--- config.mk ---
export PLATFORM = sky130hd
export DESIGN_NAME = priority_evicting_lifetime_pool
export DESIGN_NICKNAME = d
export VERILOG_FILES = /design/src/rtl/pelp_pkg.sv /design/src/rtl/pelp_mem.sv /design/src/rtl/pelp_alu.sv /design/src/rtl/priority_evicting_lifetime_pool.sv
export SDC_FILE = /design/constraint.sdc
export NUM_CORES = 2
export LEC_CHECK = 0
export ABC_AREA = 1
export BUFFER_PORTS_ARGS = -buffer_cell sky130_fd_sc_hd__buf_4
export CAP_MARGIN = 0
export CORE_ASPECT_RATIO = 1.25
export CORE_MARGIN = 10
export CORE_UTILIZATION = 40
export CTS_BUF_LIST = sky130_fd_sc_hd__clkbuf_2
export CTS_CLUSTER_SIZE = 30
export DETAILED_ROUTE_END_ITERATION = 7
export GPL_TIMING_DRIVEN = 1
export PLACE_DENSITY = 0.64
export REMOVE_ABC_BUFFERS = 1
export SLEW_MARGIN = 15
export SYNTH_ARGS = -nofsm -noshare
export SYNTH_HDL_FRONTEND = slang
export SYNTH_HIERARCHICAL = 1
export SYNTH_SLANG_ARGS = --single-unit
export TNS_END_PERCENT = 20
--- constraint.sdc ---
create_clock -name clk -period 8.95 [get_ports clk]
set_clock_uncertainty 0.05 [all_clocks]
set_input_delay 0.4475 -clock clk [delete_from_list [all_inputs] [get_ports clk]]
set_output_delay 0.4475 -clock clk [all_outputs]
set_load 0.1 [all_outputs]
--- src/rtl/pelp_pkg.sv ---
package pelp_pkg;

	localparam int POOL_SIZE = 64;
	localparam int IDX_W     = (POOL_SIZE > 1) ? $clog2(POOL_SIZE) : 1;
	localparam int CNT_W     = $clog2(POOL_SIZE + 1);

	localparam int OP_W   = 3;
	localparam int PRI_W  = 2;
	localparam int LIFE_W = 24;
	localparam int TAG_W  = 16;
	localparam int SLOT_W = 6;
	localparam int RCNT_W = 7;

	localparam logic [OP_W-1:0] OP_ADD    = 3'd0;
	localparam logic [OP_W-1:0] OP_REMOVE = 3'd1;
	localparam logic [OP_W-1:0] OP_TICK   = 3'd2;
	localparam logic [OP_W-1:0] OP_CLEAR  = 3'd3;
	localparam logic [OP_W-1:0] OP_READ   = 3'd4;

	typedef struct packed {
		logic [OP_W-1:0]   op;
		logic [PRI_W-1:0]  new_priority;
		logic [LIFE_W-1:0] new_lifetime;
		logic [TAG_W-1:0]  new_tag;
		logic [SLOT_W-1:0] slot;
		logic [LIFE_W-1:0] elapsed;
	} pelp_cmd_t;

	typedef struct packed {
		logic              accepted;
		logic              evicted;
		logic [TAG_W-1:0]  evicted_tag;
		logic [RCNT_W-1:0] expired_count;
		logic [RCNT_W-1:0] count_after;
		logic              read_valid;
		logic [PRI_W-1:0]  read_priority;
		logic [LIFE_W-1:0] read_lifetime;
		logic [TAG_W-1:0]  read_tag;
	} pelp_res_t;

	typedef struct packed {
		logic [PRI_W-1:0]  priority_v;
		logic [LIFE_W-1:0] lifetime;
		logic [TAG_W-1:0]  tag;
	} pelp_entry_t;

	typedef struct packed {
		logic              we;
		logic [IDX_W-1:0]  waddr;
		pelp_entry_t       wdata;
		logic              re;
		logic [IDX_W-1:0]  raddr;
	} pelp_mem_req_t;

endpackage

--- src/rtl/pelp_mem.sv ---
module pelp_mem (
	input  logic                  clk,
	input  pelp_pkg::pelp_mem_req_t req,
	output pelp_pkg::pelp_entry_t   rdata
);
	import pelp_pkg::*;

	pelp_entry_t mem [POOL_SIZE];

	always_ff @(posedge clk) begin
		if (req.we) begin
			mem[req.waddr] <= req.wdata;
		end
	end

	// registered read port
	always_ff @(posedge clk) begin
		if (req.re) begin
			rdata <= mem[req.raddr];
		end
	end

endmodule

--- src/rtl/pelp_alu.sv ---
module pelp_alu (
	input  logic [pelp_pkg::LIFE_W-1:0] a,
	input  logic [pelp_pkg::LIFE_W-1:0] b,
	output logic [pelp_pkg::LIFE_W-1:0] diff_sat,
	output logic                        borrow,
	output logic                        zero
);
	import pelp_pkg::*;

	logic [LIFE_W:0] full;

	// one subtractor: saturating decrement for ticks, less-than for the eviction scan
	assign full     = {1'b0, a} - {1'b0, b};
	assign borrow   = full[LIFE_W];
	assign diff_sat = borrow ? '0 : full[LIFE_W-1:0];
	assign zero     = (diff_sat == '0);

endmodule

--- src/rtl/priority_evicting_lifetime_pool.sv ---
// Channel   Handshake        Payload   Notes
// command   start / busy     cmd       word taken when start is high and busy is low
// result    done (strobe)    result    word shown for one cycle, receiver cannot stall
//
// Sequencing: add to a non-full pool, remove of the last entry, out-of-range remove or read,
// clear and unused codes end in the dispatch state; read and remove of an inner slot add a
// memory read; an add to a full pool scans from slot 0 for a lower priority, moves the last
// entry into the victim's slot and writes the new entry at the last slot, or is refused if
// none is found; a tick visits each live entry, dropping expired ones. Reset clears the live
// count and the sequencer; entry contents are left as they are. busy falls in the cycle that
// done shows, so the next word can be taken at the edge that ends it.
module priority_evicting_lifetime_pool (
	input  logic                clk,
	input  logic                arst_n,
	input  logic                start,
	output logic                busy,
	input  pelp_pkg::pelp_cmd_t cmd,
	output logic                done,
	output pelp_pkg::pelp_res_t result
);
	import pelp_pkg::*;

	// sequencer states
	localparam logic [2:0] ST_IDLE   = 3'd0;
	localparam logic [2:0] ST_DISP   = 3'd1;
	localparam logic [2:0] ST_SCAN   = 3'd2;
	localparam logic [2:0] ST_EVICT  = 3'd3;
	localparam logic [2:0] ST_APPEND = 3'd4;
	localparam logic [2:0] ST_REMOVE = 3'd5;
	localparam logic [2:0] ST_TICK   = 3'd6;
	localparam logic [2:0] ST_READ   = 3'd7;

	localparam logic [IDX_W-1:0] LAST_IDX = IDX_W'(POOL_SIZE - 1);

	logic [2:0]       state_q, state_d;
	logic [CNT_W-1:0] count_q, count_d;
	logic             done_q;
	logic             fin;

	pelp_cmd_t        cmd_q;
	logic [IDX_W-1:0] i_q, i_d;
	logic [IDX_W-1:0] victim_q, victim_d;
	pelp_res_t        work_q, work_d;
	pelp_res_t        result_q;

	pelp_mem_req_t    mreq;
	pelp_entry_t      rdata;
	pelp_entry_t      new_entry;

	logic [LIFE_W-1:0] alu_a, alu_b, alu_diff;
	logic              alu_borrow, alu_zero;

	logic [IDX_W-1:0]  last;
	logic              slot_live;

	pelp_mem u_mem (
		.clk   (clk),
		.req   (mreq),
		.rdata (rdata)
	);

	// the scan compares priorities, the tick decrements lifetimes: same subtractor
	assign alu_a = (state_q == ST_SCAN) ? LIFE_W'(rdata.priority_v) : rdata.lifetime;
	assign alu_b = (state_q == ST_SCAN) ? LIFE_W'(cmd_q.new_priority) : cmd_q.elapsed;

	pelp_alu u_alu (
		.a        (alu_a),
		.b        (alu_b),
		.diff_sat (alu_diff),
		.borrow   (alu_borrow),
		.zero     (alu_zero)
	);

	assign last      = IDX_W'(count_q - 1'b1);
	assign slot_live = (32'(cmd_q.slot) < 32'(count_q));
	assign new_entry = '{priority_v: cmd_q.new_priority,
	                     lifetime:   cmd_q.new_lifetime,
	                     tag:        cmd_q.new_tag};

	always_comb begin
		state_d  = state_q;
		count_d  = count_q;
		i_d      = i_q;
		victim_d = victim_q;
		work_d   = work_q;
		mreq     = '0;
		fin      = 1'b0;

		case (state_q)
			ST_IDLE: begin
				if (start) begin
					work_d  = '0;
					state_d = ST_DISP;
				end
			end

			ST_DISP: begin
				case (cmd_q.op)
					OP_ADD: begin
						if (32'(count_q) < POOL_SIZE) begin
							// room left: append at the end
							mreq.we         = 1'b1;
							mreq.waddr      = IDX_W'(count_q);
							mreq.wdata      = new_entry;
							count_d         = count_q + 1'b1;
							work_d.accepted = 1'b1;
							fin             = 1'b1;
						end else begin
							// full: hunt for the first lower priority from slot 0
							mreq.re    = 1'b1;
							mreq.raddr = '0;
							i_d        = '0;
							state_d    = ST_SCAN;
						end
					end
					OP_REMOVE: begin
						if (slot_live) begin
							work_d.accepted = 1'b1;
							if (IDX_W'(cmd_q.slot) == last) begin
								count_d = count_q - 1'b1;
								fin     = 1'b1;
							end else begin
								mreq.re    = 1'b1;
								mreq.raddr = last;
								state_d    = ST_REMOVE;
							end
						end else begin
							fin = 1'b1;
						end
					end
					OP_TICK: begin
						if (count_q == '0) begin
							fin = 1'b1;
						end else begin
							mreq.re    = 1'b1;
							mreq.raddr = '0;
							i_d        = '0;
							state_d    = ST_TICK;
						end
					end
					OP_CLEAR: begin
						count_d = '0;
						fin     = 1'b1;
					end
					OP_READ: begin
						if (slot_live) begin
							mreq.re    = 1'b1;
							mreq.raddr = IDX_W'(cmd_q.slot);
							state_d    = ST_READ;
						end else begin
							fin = 1'b1;
						end
					end
					default: begin
						fin = 1'b1;
					end
				endcase
			end

			ST_SCAN: begin
				// rdata holds slot i_q; borrow means its priority is below the new one
				if (alu_borrow) begin
					work_d.evicted     = 1'b1;
					work_d.evicted_tag = rdata.tag;
					victim_d           = i_q;
					mreq.re            = 1'b1;
					mreq.raddr         = LAST_IDX;
					state_d            = ST_EVICT;
				end else if (i_q == LAST_IDX) begin
					fin = 1'b1;
				end else begin
					i_d        = i_q + 1'b1;
					mreq.re    = 1'b1;
					mreq.raddr = i_q + 1'b1;
				end
			end

			ST_EVICT: begin
				// move the last entry into the victim's slot
				mreq.we    = 1'b1;
				mreq.waddr = victim_q;
				mreq.wdata = rdata;
				state_d    = ST_APPEND;
			end

			ST_APPEND: begin
				mreq.we         = 1'b1;
				mreq.waddr      = LAST_IDX;
				mreq.wdata      = new_entry;
				work_d.accepted = 1'b1;
				fin             = 1'b1;
			end

			ST_REMOVE: begin
				mreq.we    = 1'b1;
				mreq.waddr = IDX_W'(cmd_q.slot);
				mreq.wdata = rdata;
				count_d    = count_q - 1'b1;
				fin        = 1'b1;
			end

			ST_TICK: begin
				// rdata is the entry now standing at slot i_q
				if (!alu_zero) begin
					mreq.we    = 1'b1;
					mreq.waddr = i_q;
					mreq.wdata = '{priority_v: rdata.priority_v,
					               lifetime:   alu_diff,
					               tag:        rdata.tag};
					if (32'(i_q) + 1 < 32'(count_q)) begin
						i_d        = i_q + 1'b1;
						mreq.re    = 1'b1;
						mreq.raddr = i_q + 1'b1;
					end else begin
						fin = 1'b1;
					end
				end else begin
					// expired: drop it, pull in the last entry and tick that at the same slot
					work_d.expired_count = work_q.expired_count + 1'b1;
					count_d              = count_q - 1'b1;
					if (i_q == last) begin
						fin = 1'b1;
					end else begin
						mreq.re    = 1'b1;
						mreq.raddr = last;
					end
				end
			end

			ST_READ: begin
				work_d.read_valid    = 1'b1;
				work_d.read_priority = rdata.priority_v;
				work_d.read_lifetime = rdata.lifetime;
				work_d.read_tag      = rdata.tag;
				fin                  = 1'b1;
			end

			default: begin
				state_d = ST_IDLE;
			end
		endcase

		if (fin) begin
			state_d = ST_IDLE;
		end

		// the live count always travels with the result word
		work_d.count_after = RCNT_W'(count_d);
	end

	// control state
	always_ff @(posedge clk or negedge arst_n) begin
		if (!arst_n) begin
			state_q <= ST_IDLE;
			count_q <= '0;
			done_q  <= 1'b0;
		end else begin
			state_q <= state_d;
			count_q <= count_d;
			done_q  <= fin;
		end
	end

	// payload: hold the command word, advance the cursor, latch the result word
	always_ff @(posedge clk) begin
		if (state_q == ST_IDLE && start) begin
			cmd_q <= cmd;
		end
		i_q      <= i_d;
		victim_q <= victim_d;
		work_q   <= work_d;
		if (fin) begin
			result_q <= work_d;
		end
	end

	assign busy   = (state_q != ST_IDLE);
	assign done   = done_q;
	assign result = result_q;

endmodule
==> impl_metrics.tcl <==
set metrics [dict create \
    outcome "finished, final reports clean" \
    synth-seq-area-share_pct 72.17 \
    cpMostUsedCell "nand2_1" \
    via_per_inst 5.590 \
    period_share_pct 93.15 \
    area_growth_pct 11.77 \
    synth_edf_count 2892 \
    cts_max_level 6 \
    fin_cells 15640 \
    clock_sinks 2971 \
    rsz0062_at_grt "false" \
    routabilityCongestion 0.8935 \
    final_nets 11240 \
    synthTopCellsByArea "edfxtp_1 (71%), nand3_1 (11%), nand2_1 (10%)" \
    reg2reg_from "state_q[0]" \
    cts_setup_buffers 0 \
    grt-ovfl-total 0 \
    synthArstFlopShare_pct 0.3702 \
    antenna_found_initial 7 \
    wl_um 393900 \
    cp.arrival_ns 9.73 \
    dp_slack_ns 0.4253 \
    ant_nets 0 \
    drc 0 \
    synth_cell_types 54 \
    holdWs_ns 0.1328 \
    worstSetupStartpointType "register" \
    min_from "cmd[37]" \
    synth_ff_type "edfxtp_1" \
    root_buffer "clkbuf_2" \
    die_h_um 639.0 \
    grt_max_degree 232 \
    num_vias 87450 \
    max_stage_delay_ns 0.54 \
    syn_area_mm2 0.1226 \
    tightest_slew_ns 1.351 \
    r2r_slack_ns 0.61 \
    hold_class "input pin to register" \
    drive_gt1_share_pct 13.57 \
    ir_worst_vdd_uv 289.5 \
    end_kind "register" \
    final_cell_mix "nand2_1 (3352), edfxtp_1 (2892), nand3_1 (2617)" \
    leakage_uw 0.05092 \
    synth_area_per_cell_um2 11.74 \
    drt_iter0_markers 11280 \
    yosys.area.top_type "edfxtp_1" \
    fin_crit_ns 8.337 \
    dr.pass1.iters 8 \
    hold_viol 0 \
    power_density_mw_per_mm2 340.3 \
    setup_violations 0 \
    cts_tree "done" \
    detail_route.wl_per_cell_um 25.18 \
    synth-seq-cells 2971 \
    final_max_slew_viol_count 0 \
    setup_slack_ns 0.6131 \
    hold_end "cmd_q[37]" \
    setup_tns_ns 0 \
    max-clock-path-buffers 4 \
    clkTransAtPathRegs_ns 0.11 \
    slew_headroom_pct 9.960 \
    final_common_cell "nand2_1" \
    worstHoldPathCells 3 \
    stdcell_area_mm2 0.1370 \
    grt_first_pass_wirelength_um 570300 \
    maxCapViolations 0 \
    reg2regPathDepth 35 \
    ys.warnings.count 6 \
    critical_path_required_ns 10.34 \
    synth_top_area_share_pct 70.84 \
    cts_buffers 665 \
    port_buffers 154 \
    path_max_fanout 231 \
    cp_slowest_cell "nand3_4" \
    placementRows 227 \
    die_x_um 515.2 \
    synth_cells 10440 \
    fp.coreArea_mm2 0.3056 \
    grt_pass1_vias 85500 \
    clock.fmax_mhz 119.9 \
    fill_cells 27750 \
    path_class "register to register" \
    track_usage_pct 22.99 \
    insertion_delay_ns 1.83 \
    dp_cells 14230 \
    r2r_end "u_mem/rdata[0]" \
    placed_cell_area_mm2 0.1286 \
    initial_core_util_pct 40.12 \
    dpl.hpwl_um 213100 \
    top_level_ports 155 \
    fp.dieArea_mm2 0.3292 \
]
## layout make-up
cell class              instances  area, µm²  share of cell area [%]
multi-input cells            6508      29780                   21.74
repair inverters                1      11.26                0.008218
diodes                         13      32.53                 0.02374
well taps                    4007       5014                   3.659
clock buffers                 929       4649                   3.393
flip-flops and latches       2971      88480                   64.57
clock inverters               242       1403                   1.024
repair buffers                644       6359                   4.640
inverters                     329       1296                  0.9460
## critical path, delay by kind of cell, from the launching register on
| kind | cells | cell delay (ns) |
|---|---|---|
| flops | 1 | 0.47 |
| simple gates | 23 | 4.01 |
| compound gates | 2 | 0.38 |
| fa+ha+maj | 1 | 0.34 |
| buf+inv | 9 | 2.16 |
## per-stage QoR
stage | util [%] | total power (µW)
after floorplan | - | 29820
after global placement | 42.09 | 37660
after detailed placement | 42.09 | 37860
after CTS | 44.82 | 46410
after global routing | 44.83 | 49070
final | 44.84 | 46630
## metal layers
metal / wire length, µm / part of all wire (%) / vias to the layer above / global-route usage, %
li1: - / - / 38560 / -
met1: 144400 / 37 / 42390 / 28.93
met2: 186600 / 47 / 5461 / 37.66
met3: 41510 / 11 / 1036 / 4.636
met4: 21330 / 5.4 / 4 / 11.78
met5: 27 / 0.0069 / - / 0
## worst max-delay path by stage
stage,start,to,slack (ns),cells past startpoint
after floorplan,state_q[0],u_mem/rdata[11],-55.42,33
after global placement,state_q[0],u_mem/rdata[37],0.58,35
after detailed placement,state_q[0],u_mem/mem[13][5],0.43,27
after CTS,state_q[0],u_mem/rdata[37],0.32,35
after global routing,state_q[0],u_mem/rdata[37],0.14,35
final,state_q[0],u_mem/rdata[0],0.61,35
## power breakdown
group	switching, µW	total [µW]	internal (µW)
sequential	434	18100	17600
clock	5340	8570	3220
combinational	15100	20000	4910
total	20900	46600	25800
## cell usage after synthesis, types with 44 or more instances
library cell and instances:
edfxtp_1 2892, dfxtp_1 68, inv_1 307, nand3_1 2624
o21ai_0 113, clkbuf_1 118, nor2_1 138, nand2_1 3353
buf_1 47, buf_2 297, buf_4 48, ha_1 44
buf_6 118
## cell families after synthesis
kind of cell | Yosys count | synth area share (%)
and+or+nand+nor | 6206 | 21.92
DFF | 2971 | 72.17
adders and majority gates | 45 | 0.4654
AOI/OAI and AO/OA | 246 | 1.165
xor gates and xnor gates | 11 | 0.07858
buffers and inverters | 964 | 4.204
## registers in the layout (all words and copies together) (netlist names)
signal       flops
state_q          3
i_q              6
work_q          68
result          75
done             1
count_q          7
victim_q         6
u_mem/mem     2688
cmd_q           75
u_mem/rdata     42
## timing repair
action | 4_1_cts | 5_1_grt
hold buffers | 229 | 0
resized for setup | 0 | 2
hold endpoints to repair | 299 | 0
setup endpoints to repair | 0 | 70
(Power assumes the default switching activity.)
